==> src/hdl/wsmfb_pkg.sv <==
package wsmfb_pkg;

    localparam int LENGTH_WIDTH_DEF = 32;
    localparam int PAY_LEN_W        = 32;
    localparam int HDR_BYTES        = 14;
    localparam int HDR_CNT_W        = $clog2(HDR_BYTES + 1);

    localparam logic        REQ_START = 1'b0;
    localparam logic        REQ_DATA  = 1'b1;

    localparam logic [31:0] KEY_RESET     = 32'h1234_5678;
    localparam logic [7:0]  HDR_OP_BINARY = 8'h82;
    localparam logic [7:0]  MASK_BIT      = 8'h80;
    localparam logic [6:0]  LEN_CODE_16   = 7'd126;
    localparam logic [6:0]  LEN_CODE_64   = 7'd127;
    localparam logic [31:0] LEN_MAX_7     = 32'd125;

    localparam logic [HDR_CNT_W-1:0] HDR_N_SHORT  = HDR_CNT_W'(6);
    localparam logic [HDR_CNT_W-1:0] HDR_N_MEDIUM = HDR_CNT_W'(8);
    localparam logic [HDR_CNT_W-1:0] HDR_N_LONG   = HDR_CNT_W'(14);

    typedef struct packed {
        logic load;
        logic pop;
    } hdr_ctrl_t;

    typedef struct packed {
        logic [7:0] frame_byte;
        logic       last;
        logic       zero_len;
    } hdr_stat_t;

endpackage

==> src/hdl/wsmfb_if.sv <==
interface wsmfb_req_if;
    logic                           valid;
    logic                           ready;
    logic                           req_type;
    logic [wsmfb_pkg::PAY_LEN_W-1:0] frame_len;
    logic [7:0]                     payload_byte;

    modport source (output valid, output req_type, output frame_len,
                    output payload_byte, input ready);
    modport sink   (input valid, input req_type, input frame_len,
                    input payload_byte, output ready);
endinterface

interface wsmfb_frm_if;
    logic       valid;
    logic       ready;
    logic [7:0] frame_byte;
    logic       last_of_frame;
    logic       last_of_item;
    logic       sequence_error;

    modport source (output valid, output frame_byte, output last_of_frame,
                    output last_of_item, output sequence_error, input ready);
    modport sink   (input valid, input frame_byte, input last_of_frame,
                    input last_of_item, input sequence_error, output ready);
endinterface

==> src/hdl/wsmfb_hdr_shift.sv <==
module wsmfb_hdr_shift (
    input  logic                  clk,
    input  logic                  rst_n,
    input  wsmfb_pkg::hdr_ctrl_t  ctrl,
    input  logic [31:0]           len,
    input  logic [31:0]           key,
    output wsmfb_pkg::hdr_stat_t  stat
);
    import wsmfb_pkg::*;

    logic [HDR_BYTES*8-1:0] shift_reg;
    logic [HDR_BYTES*8-1:0] image;
    logic [HDR_CNT_W-1:0]   cnt_reg;
    logic [HDR_CNT_W-1:0]   cnt_load;
    logic                   zero_reg;

    // Header image, first byte in the top lane
    always_comb
    begin
        if (len <= LEN_MAX_7)
        begin
            image    = {HDR_OP_BINARY, MASK_BIT | len[7:0], key, 64'h0};
            cnt_load = HDR_N_SHORT;
        end
        else if (len[31:16] == 16'h0)
        begin
            image    = {HDR_OP_BINARY, MASK_BIT | {1'b0, LEN_CODE_16}, len[15:0], key, 48'h0};
            cnt_load = HDR_N_MEDIUM;
        end
        else
        begin
            image    = {HDR_OP_BINARY, MASK_BIT | {1'b0, LEN_CODE_64}, 32'h0, len, key};
            cnt_load = HDR_N_LONG;
        end
    end

    always_ff @(posedge clk or negedge rst_n)
    begin
        if (!rst_n)
        begin
            cnt_reg <= '0;
        end
        else if (ctrl.load)
        begin
            cnt_reg <= cnt_load;
        end
        else if (ctrl.pop)
        begin
            cnt_reg <= cnt_reg - HDR_CNT_W'(1);
        end
    end

    always_ff @(posedge clk)
    begin
        if (ctrl.load)
        begin
            shift_reg <= image;
            zero_reg  <= (len == 32'h0);
        end
        else if (ctrl.pop)
        begin
            shift_reg <= {shift_reg[HDR_BYTES*8-9:0], 8'h0};
        end
    end

    assign stat.frame_byte = shift_reg[HDR_BYTES*8-1 -: 8];
    assign stat.last       = (cnt_reg == HDR_CNT_W'(1));
    assign stat.zero_len   = zero_reg;

endmodule

==> src/hdl/wsmfb_mask_rot.sv <==
module wsmfb_mask_rot (
    input  logic        clk,
    input  logic        rst_n,
    input  logic        key_we,
    input  logic [31:0] key_wdata,
    input  logic        restart,
    input  logic        advance,
    input  logic [7:0]  data_in,
    output logic [31:0] key,
    output logic [7:0]  data_out
);
    import wsmfb_pkg::*;

    logic [31:0] key_reg;
    logic [1:0]  idx_reg;
    logic [4:0]  lane;

    always_ff @(posedge clk or negedge rst_n)
    begin
        if (!rst_n)
        begin
            key_reg <= KEY_RESET;
        end
        else if (key_we)
        begin
            key_reg <= key_wdata;
        end
    end

    // Step to the next key byte per payload byte; realign at frame start and end
    always_ff @(posedge clk or negedge rst_n)
    begin
        if (!rst_n)
        begin
            idx_reg <= '0;
        end
        else if (restart)
        begin
            idx_reg <= '0;
        end
        else if (advance)
        begin
            idx_reg <= idx_reg + 2'd1;
        end
    end

    // Key byte 0 sits in the top lane
    assign lane     = {~idx_reg, 3'b000};
    assign key      = key_reg;
    assign data_out = data_in ^ key_reg[lane +: 8];

endmodule

==> src/hdl/websocket_masked_frame_builder.sv <==
// Masked WebSocket binary frame builder. A start transaction (req_type 0) loads the
// header shift register, which sends 6, 8 or 14 header bytes (two-byte, 16-bit or
// 64-bit length form, then the four mask key bytes) one byte per cycle while the
// output is not stalled; the input is not ready until the last header byte is sent.
// A payload transaction (req_type 1) is taken every cycle while the output register
// drains, and leaves as one byte XORed with the mask key byte picked by a 2-bit
// running index. An out-of-order transaction yields one byte with sequence_error set.
// The user must write the mask key through key_we/key_wdata only while no transaction
// is in flight; the block itself does not enforce it. The key resets to 0x12345678.
module websocket_masked_frame_builder #(
    parameter int LENGTH_WIDTH = wsmfb_pkg::LENGTH_WIDTH_DEF
) (
    input  logic        clk,
    input  logic        rst_n,
    input  logic        key_we,
    input  logic [31:0] key_wdata,
    wsmfb_req_if.sink   req,
    wsmfb_frm_if.source frm
);
    import wsmfb_pkg::*;

    localparam int CntW = (LENGTH_WIDTH < PAY_LEN_W) ? LENGTH_WIDTH : PAY_LEN_W;

    typedef enum logic {ST_IDLE, ST_HDR} state_t;

    state_t          state_reg;
    logic            frame_open_reg;
    logic [CntW-1:0] cnt_reg;
    logic            out_valid_reg;
    logic [7:0]      out_byte_reg;
    logic            out_lof_reg;
    logic            out_loi_reg;
    logic            out_err_reg;

    logic            out_free;
    logic            accept;
    logic            start_ok;
    logic            data_ok;
    logic            seq_err;
    logic            data_end;
    logic [CntW-1:0] len_cut;
    logic [31:0]     len32;
    logic [31:0]     key;
    logic [7:0]      masked_byte;
    hdr_ctrl_t       hdr_ctrl;
    hdr_stat_t       hdr_stat;

    assign out_free  = !out_valid_reg || frm.ready;
    assign req.ready = (state_reg == ST_IDLE) && out_free;
    assign accept    = req.valid && req.ready;
    assign start_ok  = accept && (req.req_type == REQ_START) && !frame_open_reg;
    assign data_ok   = accept && (req.req_type == REQ_DATA) && frame_open_reg;
    assign seq_err   = accept && !start_ok && !data_ok;
    assign data_end  = data_ok && (cnt_reg == CntW'(1));
    assign len_cut   = req.frame_len[CntW-1:0];
    assign len32     = 32'(len_cut);

    assign hdr_ctrl.load = start_ok;
    assign hdr_ctrl.pop  = (state_reg == ST_HDR) && out_free;

    wsmfb_hdr_shift u_hdr (
        .clk   (clk),
        .rst_n (rst_n),
        .ctrl  (hdr_ctrl),
        .len   (len32),
        .key   (key),
        .stat  (hdr_stat)
    );

    wsmfb_mask_rot u_mask (
        .clk       (clk),
        .rst_n     (rst_n),
        .key_we    (key_we),
        .key_wdata (key_wdata),
        .restart   (start_ok || data_end),
        .advance   (data_ok),
        .data_in   (req.payload_byte),
        .key       (key),
        .data_out  (masked_byte)
    );

    always_ff @(posedge clk or negedge rst_n)
    begin
        if (!rst_n)
        begin
            state_reg      <= ST_IDLE;
            frame_open_reg <= 1'b0;
            cnt_reg        <= '0;
            out_valid_reg  <= 1'b0;
        end
        else
        begin
            unique case (state_reg)
                ST_IDLE:
                begin
                    if (start_ok)
                    begin
                        state_reg <= ST_HDR;
                        if (len_cut != '0)
                        begin
                            frame_open_reg <= 1'b1;
                            cnt_reg        <= len_cut;
                        end
                    end
                    else if (data_ok)
                    begin
                        cnt_reg <= cnt_reg - CntW'(1);
                        if (data_end)
                        begin
                            frame_open_reg <= 1'b0;
                        end
                    end
                end
                ST_HDR:
                begin
                    if (hdr_ctrl.pop && hdr_stat.last)
                    begin
                        state_reg <= ST_IDLE;
                    end
                end
                default:
                begin
                    state_reg <= ST_IDLE;
                end
            endcase

            if (seq_err || data_ok || hdr_ctrl.pop)
            begin
                out_valid_reg <= 1'b1;
            end
            else if (frm.ready)
            begin
                out_valid_reg <= 1'b0;
            end
        end
    end

    always_ff @(posedge clk)
    begin
        priority if (seq_err)
        begin
            out_byte_reg <= 8'h0;
            out_lof_reg  <= 1'b0;
            out_loi_reg  <= 1'b1;
            out_err_reg  <= 1'b1;
        end
        else if (data_ok)
        begin
            out_byte_reg <= masked_byte;
            out_lof_reg  <= data_end;
            out_loi_reg  <= 1'b1;
            out_err_reg  <= 1'b0;
        end
        else if (hdr_ctrl.pop)
        begin
            out_byte_reg <= hdr_stat.frame_byte;
            out_lof_reg  <= hdr_stat.last && hdr_stat.zero_len;
            out_loi_reg  <= hdr_stat.last;
            out_err_reg  <= 1'b0;
        end
    end

    assign frm.valid          = out_valid_reg;
    assign frm.frame_byte     = out_byte_reg;
    assign frm.last_of_frame  = out_lof_reg;
    assign frm.last_of_item   = out_loi_reg;
    assign frm.sequence_error = out_err_reg;

`ifndef NO_ASSERTIONS
    a_open_has_bytes: assert property (@(posedge clk) disable iff (!rst_n)
        frame_open_reg |-> (cnt_reg != '0))
        else $error("frame open with no bytes remaining");

    a_start_to_hdr: assert property (@(posedge clk) disable iff (!rst_n)
        start_ok |=> (state_reg == ST_HDR))
        else $error("start transaction did not enter header state");

    a_hdr_done: assert property (@(posedge clk) disable iff (!rst_n)
        (hdr_ctrl.pop && hdr_stat.last) |=> (state_reg == ST_IDLE) && out_loi_reg)
        else $error("header end not followed by idle");

    a_err_shape: assert property (@(posedge clk) disable iff (!rst_n)
        (frm.valid && frm.sequence_error) |->
            (frm.frame_byte == 8'h0) && frm.last_of_item && !frm.last_of_frame)
        else $error("malformed error byte");
`endif

endmodule
==> src/flat_wrapper.sv <==
// flat-port wrapper written by rule: the top's interface ports become plain ports
module websocket_masked_frame_builder_flat import wsmfb_pkg::*;
#(
    parameter int LENGTH_WIDTH = wsmfb_pkg::LENGTH_WIDTH_DEF
)
  (clk, rst_n, key_we, key_wdata, req_valid, req_req_type, req_frame_len, req_payload_byte, req_ready, frm_valid, frm_frame_byte, frm_last_of_frame, frm_last_of_item, frm_sequence_error, frm_ready);
  wsmfb_req_if req_i ();
  wsmfb_frm_if frm_i ();
  input  logic clk;
  input  logic rst_n;
  input  logic key_we;
  input  logic [31:0] key_wdata;
  input wire logic [$bits(req_i.valid)-1:0] req_valid;
  input wire logic [$bits(req_i.req_type)-1:0] req_req_type;
  input wire logic [$bits(req_i.frame_len)-1:0] req_frame_len;
  input wire logic [$bits(req_i.payload_byte)-1:0] req_payload_byte;
  output wire logic [$bits(req_i.ready)-1:0] req_ready;
  output wire logic [$bits(frm_i.valid)-1:0] frm_valid;
  output wire logic [$bits(frm_i.frame_byte)-1:0] frm_frame_byte;
  output wire logic [$bits(frm_i.last_of_frame)-1:0] frm_last_of_frame;
  output wire logic [$bits(frm_i.last_of_item)-1:0] frm_last_of_item;
  output wire logic [$bits(frm_i.sequence_error)-1:0] frm_sequence_error;
  input wire logic [$bits(frm_i.ready)-1:0] frm_ready;
  assign req_i.valid = req_valid;
  assign req_i.req_type = req_req_type;
  assign req_i.frame_len = req_frame_len;
  assign req_i.payload_byte = req_payload_byte;
  assign req_ready = req_i.ready;
  assign frm_valid = frm_i.valid;
  assign frm_frame_byte = frm_i.frame_byte;
  assign frm_last_of_frame = frm_i.last_of_frame;
  assign frm_last_of_item = frm_i.last_of_item;
  assign frm_sequence_error = frm_i.sequence_error;
  assign frm_i.ready = frm_ready;
  websocket_masked_frame_builder #(.LENGTH_WIDTH(LENGTH_WIDTH)) u_core (.clk(clk), .rst_n(rst_n), .key_we(key_we), .key_wdata(key_wdata), .req(req_i), .frm(frm_i));
endmodule
==> config.mk <==
export PLATFORM = sky130hd
export DESIGN_NAME = websocket_masked_frame_builder_flat
export DESIGN_NICKNAME = d
export VERILOG_FILES = /design/src/hdl/wsmfb_pkg.sv /design/src/hdl/wsmfb_if.sv /design/src/hdl/wsmfb_hdr_shift.sv /design/src/hdl/wsmfb_mask_rot.sv /design/src/hdl/websocket_masked_frame_builder.sv /design/src/flat_wrapper.sv
export SDC_FILE = /design/constraint.sdc
export NUM_CORES = 1
export LEC_CHECK = 0
export BUFFER_PORTS_ARGS = -buffer_cell sky130_fd_sc_hd__buf_4
export CAP_MARGIN = 20
export CELL_PAD_IN_SITES_DETAIL_PLACEMENT = 1
export CELL_PAD_IN_SITES_GLOBAL_PLACEMENT = 1
export CORE_MARGIN = 2
export CORE_UTILIZATION = 45
export DETAILED_ROUTE_END_ITERATION = 10
export GPL_TIMING_DRIVEN = 0
export HOLD_SLACK_MARGIN = 0.15
export PLACE_DENSITY_LB_ADDON = 0.1
export RECOVER_POWER = 100
export SLEW_MARGIN = 20
export SYNTH_ARGS = -nofsm -noshare
export SYNTH_HDL_FRONTEND = slang
export SYNTH_SLANG_ARGS = --single-unit
==> constraint.sdc <==
create_clock -name clk -period 4.6 [get_ports clk]
set_input_delay 0 -clock clk [delete_from_list [all_inputs] [get_ports clk]]
set_output_delay 0 -clock clk [all_outputs]
set_load 0.05 [all_outputs]
==> results.toml <==
[place]
port_buffers = 87
dp_hpwl_um = 23000
place.gp.congestion = 0.941
pre_cts_slack_ns = 1.52

[synthesis]
synth_mux_area_share_pct = 8.80
synth_top_family_by_area = "simple AND/OR/NAND/NOR gates"
synth_top_area_share_pct = 35.6
synth_area_um2 = 9540
synth_edf_count = 113
netlist_instances = 898
ys_types = 59
seq_area_frac_synth_pct = 57.2
yosysWarnings = 0
synth-xor-area-share_pct = 1.01
synthAdderAreaFrac_pct = 0.525
ys_ff_latch = 197
synthArstFlopShare_pct = 37.1
synth_compound_area_share_pct = 12.0
synthSimpleGateAreaFrac_pct = 17.7
ys_top_cells_by_area = "edfxtp_1 36%, dfrtp_1 16%, nand2_1 6.2%"
synth_top_cell_by_area = "edfxtp_1"
synth_area_per_cell_um2 = 10.6
synthesis.nets = 980
synth_flop_cell = "edfxtp_1"

[final_layout]
nets = 1170
drive_above_1_share_pct = 14.4
multi_input_comb_area_um2 = 3800
regArea_um2 = 5460
area_growth_pct = 25.0
largest_reg_flops = 112
diodes = 0
fillers = 2279

[sta]
slew_violations = 0
worst_slack_ns = 0.830
hold_viol_final = 0
slew-limit-headroom_pct = 2.32
finalCritPeriodShare_pct = 82.0
rsz0062_at_grt = "no"
fin_tns_setup_ns = 0
fin_crit_ns = 3.77
skew_ns = 0.00900
hold_ws_ns = 0.167
worstMarginPinSlew_ns = 1.45
fmax_mhz = 265
setup_viol = 0

[setup_path]
cp_slowest_stage_delay_ns = 0.97
path_delay_family = "buffers and inverters"
cpMaxStageDelayCell = "nand2_1"
worst_setup_path_start_kind = "register"
path_buf_inv = 4
required_ns = 4.78
path_depth = 7
cp.arrival_ns = 3.95
end_kind = "register"
rr_worst_depth = 7
crit_top_cell = "clkbuf_1"
crit_type = "register to register"
crit_chain = "nor2_1 -> nand3_1 -> clkbuf_1 -> clkbuf_1 -> nand2_1 -> buf_16 -> buf_12"
crit_path_max_fanout = 45

[power]
p_per_area_nw_per_um2 = 452
total_leakage_power_nw = 4.67
pwr-share-seq_pct = 46.8
p_comb_share_pct = 24.7
p_int_w = 0.00350
ir_drop_mv = 0.265
switching_share_pct = 35.2
p_sw_w = 0.00190
clock_power_share_pct = 28.5

[global_routing]
grt_antenna_before_repair = 0
grt_usage_pct = 30.7
grt_pass1_wl_um = 50300
grt_pass1_vias = 8382
grt_max_degree = 74
grt.overflow.total = 0

[routing]
routed_wl_um = 33100
via_per_inst = 5.97
vias = 8218
wl_per_cell_um = 24.0
drt_iter0_markers = 714
drc = 0
dr.pass1.iters = 5
final_antenna_net_count = 0

[cts]
h-tree-depth = 4
cts_resized = 0
clk_path_buf_depth = 2
cts_buffers = 17
worstSkewPairLatency_ns = 0.45
cts_tree = "yes"
clock-root-buffer = "clkbuf_16"
clock-sinks = 197
clk_pin_slew_ns = 0.08
post_cts_buffers = 0

[min_path]
hp-class = "input pin to async pin"

[run]
cap_violations = 1

[status]
outcome = "finished, violations left"
failed_checks = "max-capacitance violations"

[die]
num_rows = 53
ios = 91
die-width_um = 150
die-area_um2 = 22400
die_h_um = 150
initial_core_util_pct = 45.7
core_um2 = 20900
cells in the final DEF, fill, tap and decap left out, types with 6 or more instances in the layout:
cell type and count:
a211oi_1 13, a21oi_1 44, and2_1 6, and3_1 10
buf_4 72, clkbuf_1 72, clkbuf_16 17, dfrtp_1 60
dfstp_1 8, dfxtp_1 11, dlygate4sd3_1 81, edfxtp_1 113
inv_1 8, mux2_2 31, mux2i_1 31, mux4_2 8
nand2_1 158, nand2b_1 7, nand3_1 47, nand4_1 7
nor2_1 58, nor3_1 24, nor4_1 20, o211ai_1 8
o21ai_0 65, o31ai_1 20, or3_1 8, xor2_1 10
layer usage:
| metal | global-route usage, % | wire length, µm | vias to the layer above | share of wire [%] |
|---|---|---|---|---|
| li1 | - | - | 3694 | - |
| met1 | 42.7 | 14200 | 4140 | 43 |
| met2 | 49.6 | 15800 | 339 | 48 |
| met3 | 4.91 | 2290 | 45 | 6.9 |
| met4 | 9.43 | 755 | 0 | 2.3 |
| met5 | 0 | 0 | - | 0 |
metrics by stage:
stage | utilization (%) | cell area [µm²] | total power, W | cells
2_1_floorplan | - | 9540 | 0.00336 | 898
3_3_place_gp | 50.4 | 10500 | 0.00382 | 1260
3_5_place_dp | 50.8 | 10600 | 0.00386 | 1263
4_1_cts | 57.5 | 12000 | 0.00544 | 1376
5_1_grt | 57.1 | 11900 | 0.00562 | 1376
6_report | 57.1 | 11900 | 0.00539 | 1376
final timing paths:
path                                                   startpoint                                endpoint  slack, ns
min reg2reg                u_core.frm.sequence_error$_SDFFE_PP1P_  u_core.frm.sequence_error$_SDFFE_PP1P_       0.46
max in group asynchronous                                   rst_n          u_core.cnt_reg[25]$_DFFE_PN0P_       3.91
min                                                         rst_n       u_core.u_mask.key[24]$_DFFE_PN0P_       0.17
min in group clk                                        frm_ready    u_core.frm.last_of_item$_SDFFE_PP1P_       0.17
max                             u_core.frame_open_reg$_DFFE_PN0P_    u_core.u_hdr.shift_reg[48]$_DFFE_PP_       0.83
max reg2reg                     u_core.frame_open_reg$_DFFE_PN0P_    u_core.u_hdr.shift_reg[48]$_DFFE_PP_       0.83
cells by family (layout without fill, tap and decap cells):
group	count (synthesis)	in the layout
mux	70	70
xor+xnor	11	11
buf+inv	67	270
flops	197	197
fa+ha+maj	4	4
simple gates	362	362
compound gates	187	187
area by class of cell:
type | count | area share [%]
Clock buffer | 17 | 3.57
Buffer | 59 | 1.88
Inverter | 8 | 0.252
Clock inverter | 15 | 1.51
Timing Repair Buffer | 171 | 12.3
Sequential cell | 197 | 45.8
Tap cell | 275 | 2.89
Multi-Input combinational cell | 634 | 31.8
Yosys cell counts, drive strengths merged (9+ instances only):
library cell,number
clkbuf,45
and3,10
o31ai,20
dfxtp,11
dfstp,13
nand2,158
nor2,58
o21ai,66
mux2i,31
nand3,47
buf,14
xor2,10
edfxtp,113
and2,9
a211oi,13
nor3,24
a21oi,44
dfrtp,60
nor4,20
mux2,31
repair_timing:
action                                 CTS  global route
setup endpoints to repair                0             0
endpoints found under the hold margin  192             0
hold buffers                            81             0
worst register-to-register path, cell delays in order (launching register included):
cell      delay, ns
dfrtp_1        0.48
nor2_1         0.08
nand3_1        0.19
clkbuf_1       0.41
clkbuf_1       0.58
nand2_1        0.97
buf_16         0.52
buf_12         0.23
power groups by stage:
| stage | combinational [W] | clock [W] | sequential, W |
|---|---|---|---|
| 4_1_cts | 0.00137 | 0.00155 | 0.00252 |
| 6_report | 0.00133 | 0.00154 | 0.00252 |
| 5_1_grt | 0.00145 | 0.00161 | 0.00256 |
| 3_5_place_dp | 0.00131 | 0 | 0.00255 |
| 3_3_place_gp | 0.00124 | 0 | 0.00258 |
| 2_1_floorplan | 0.000707 | 0 | 0.00265 |
Note: power is estimated with default switching activity, not from simulation.
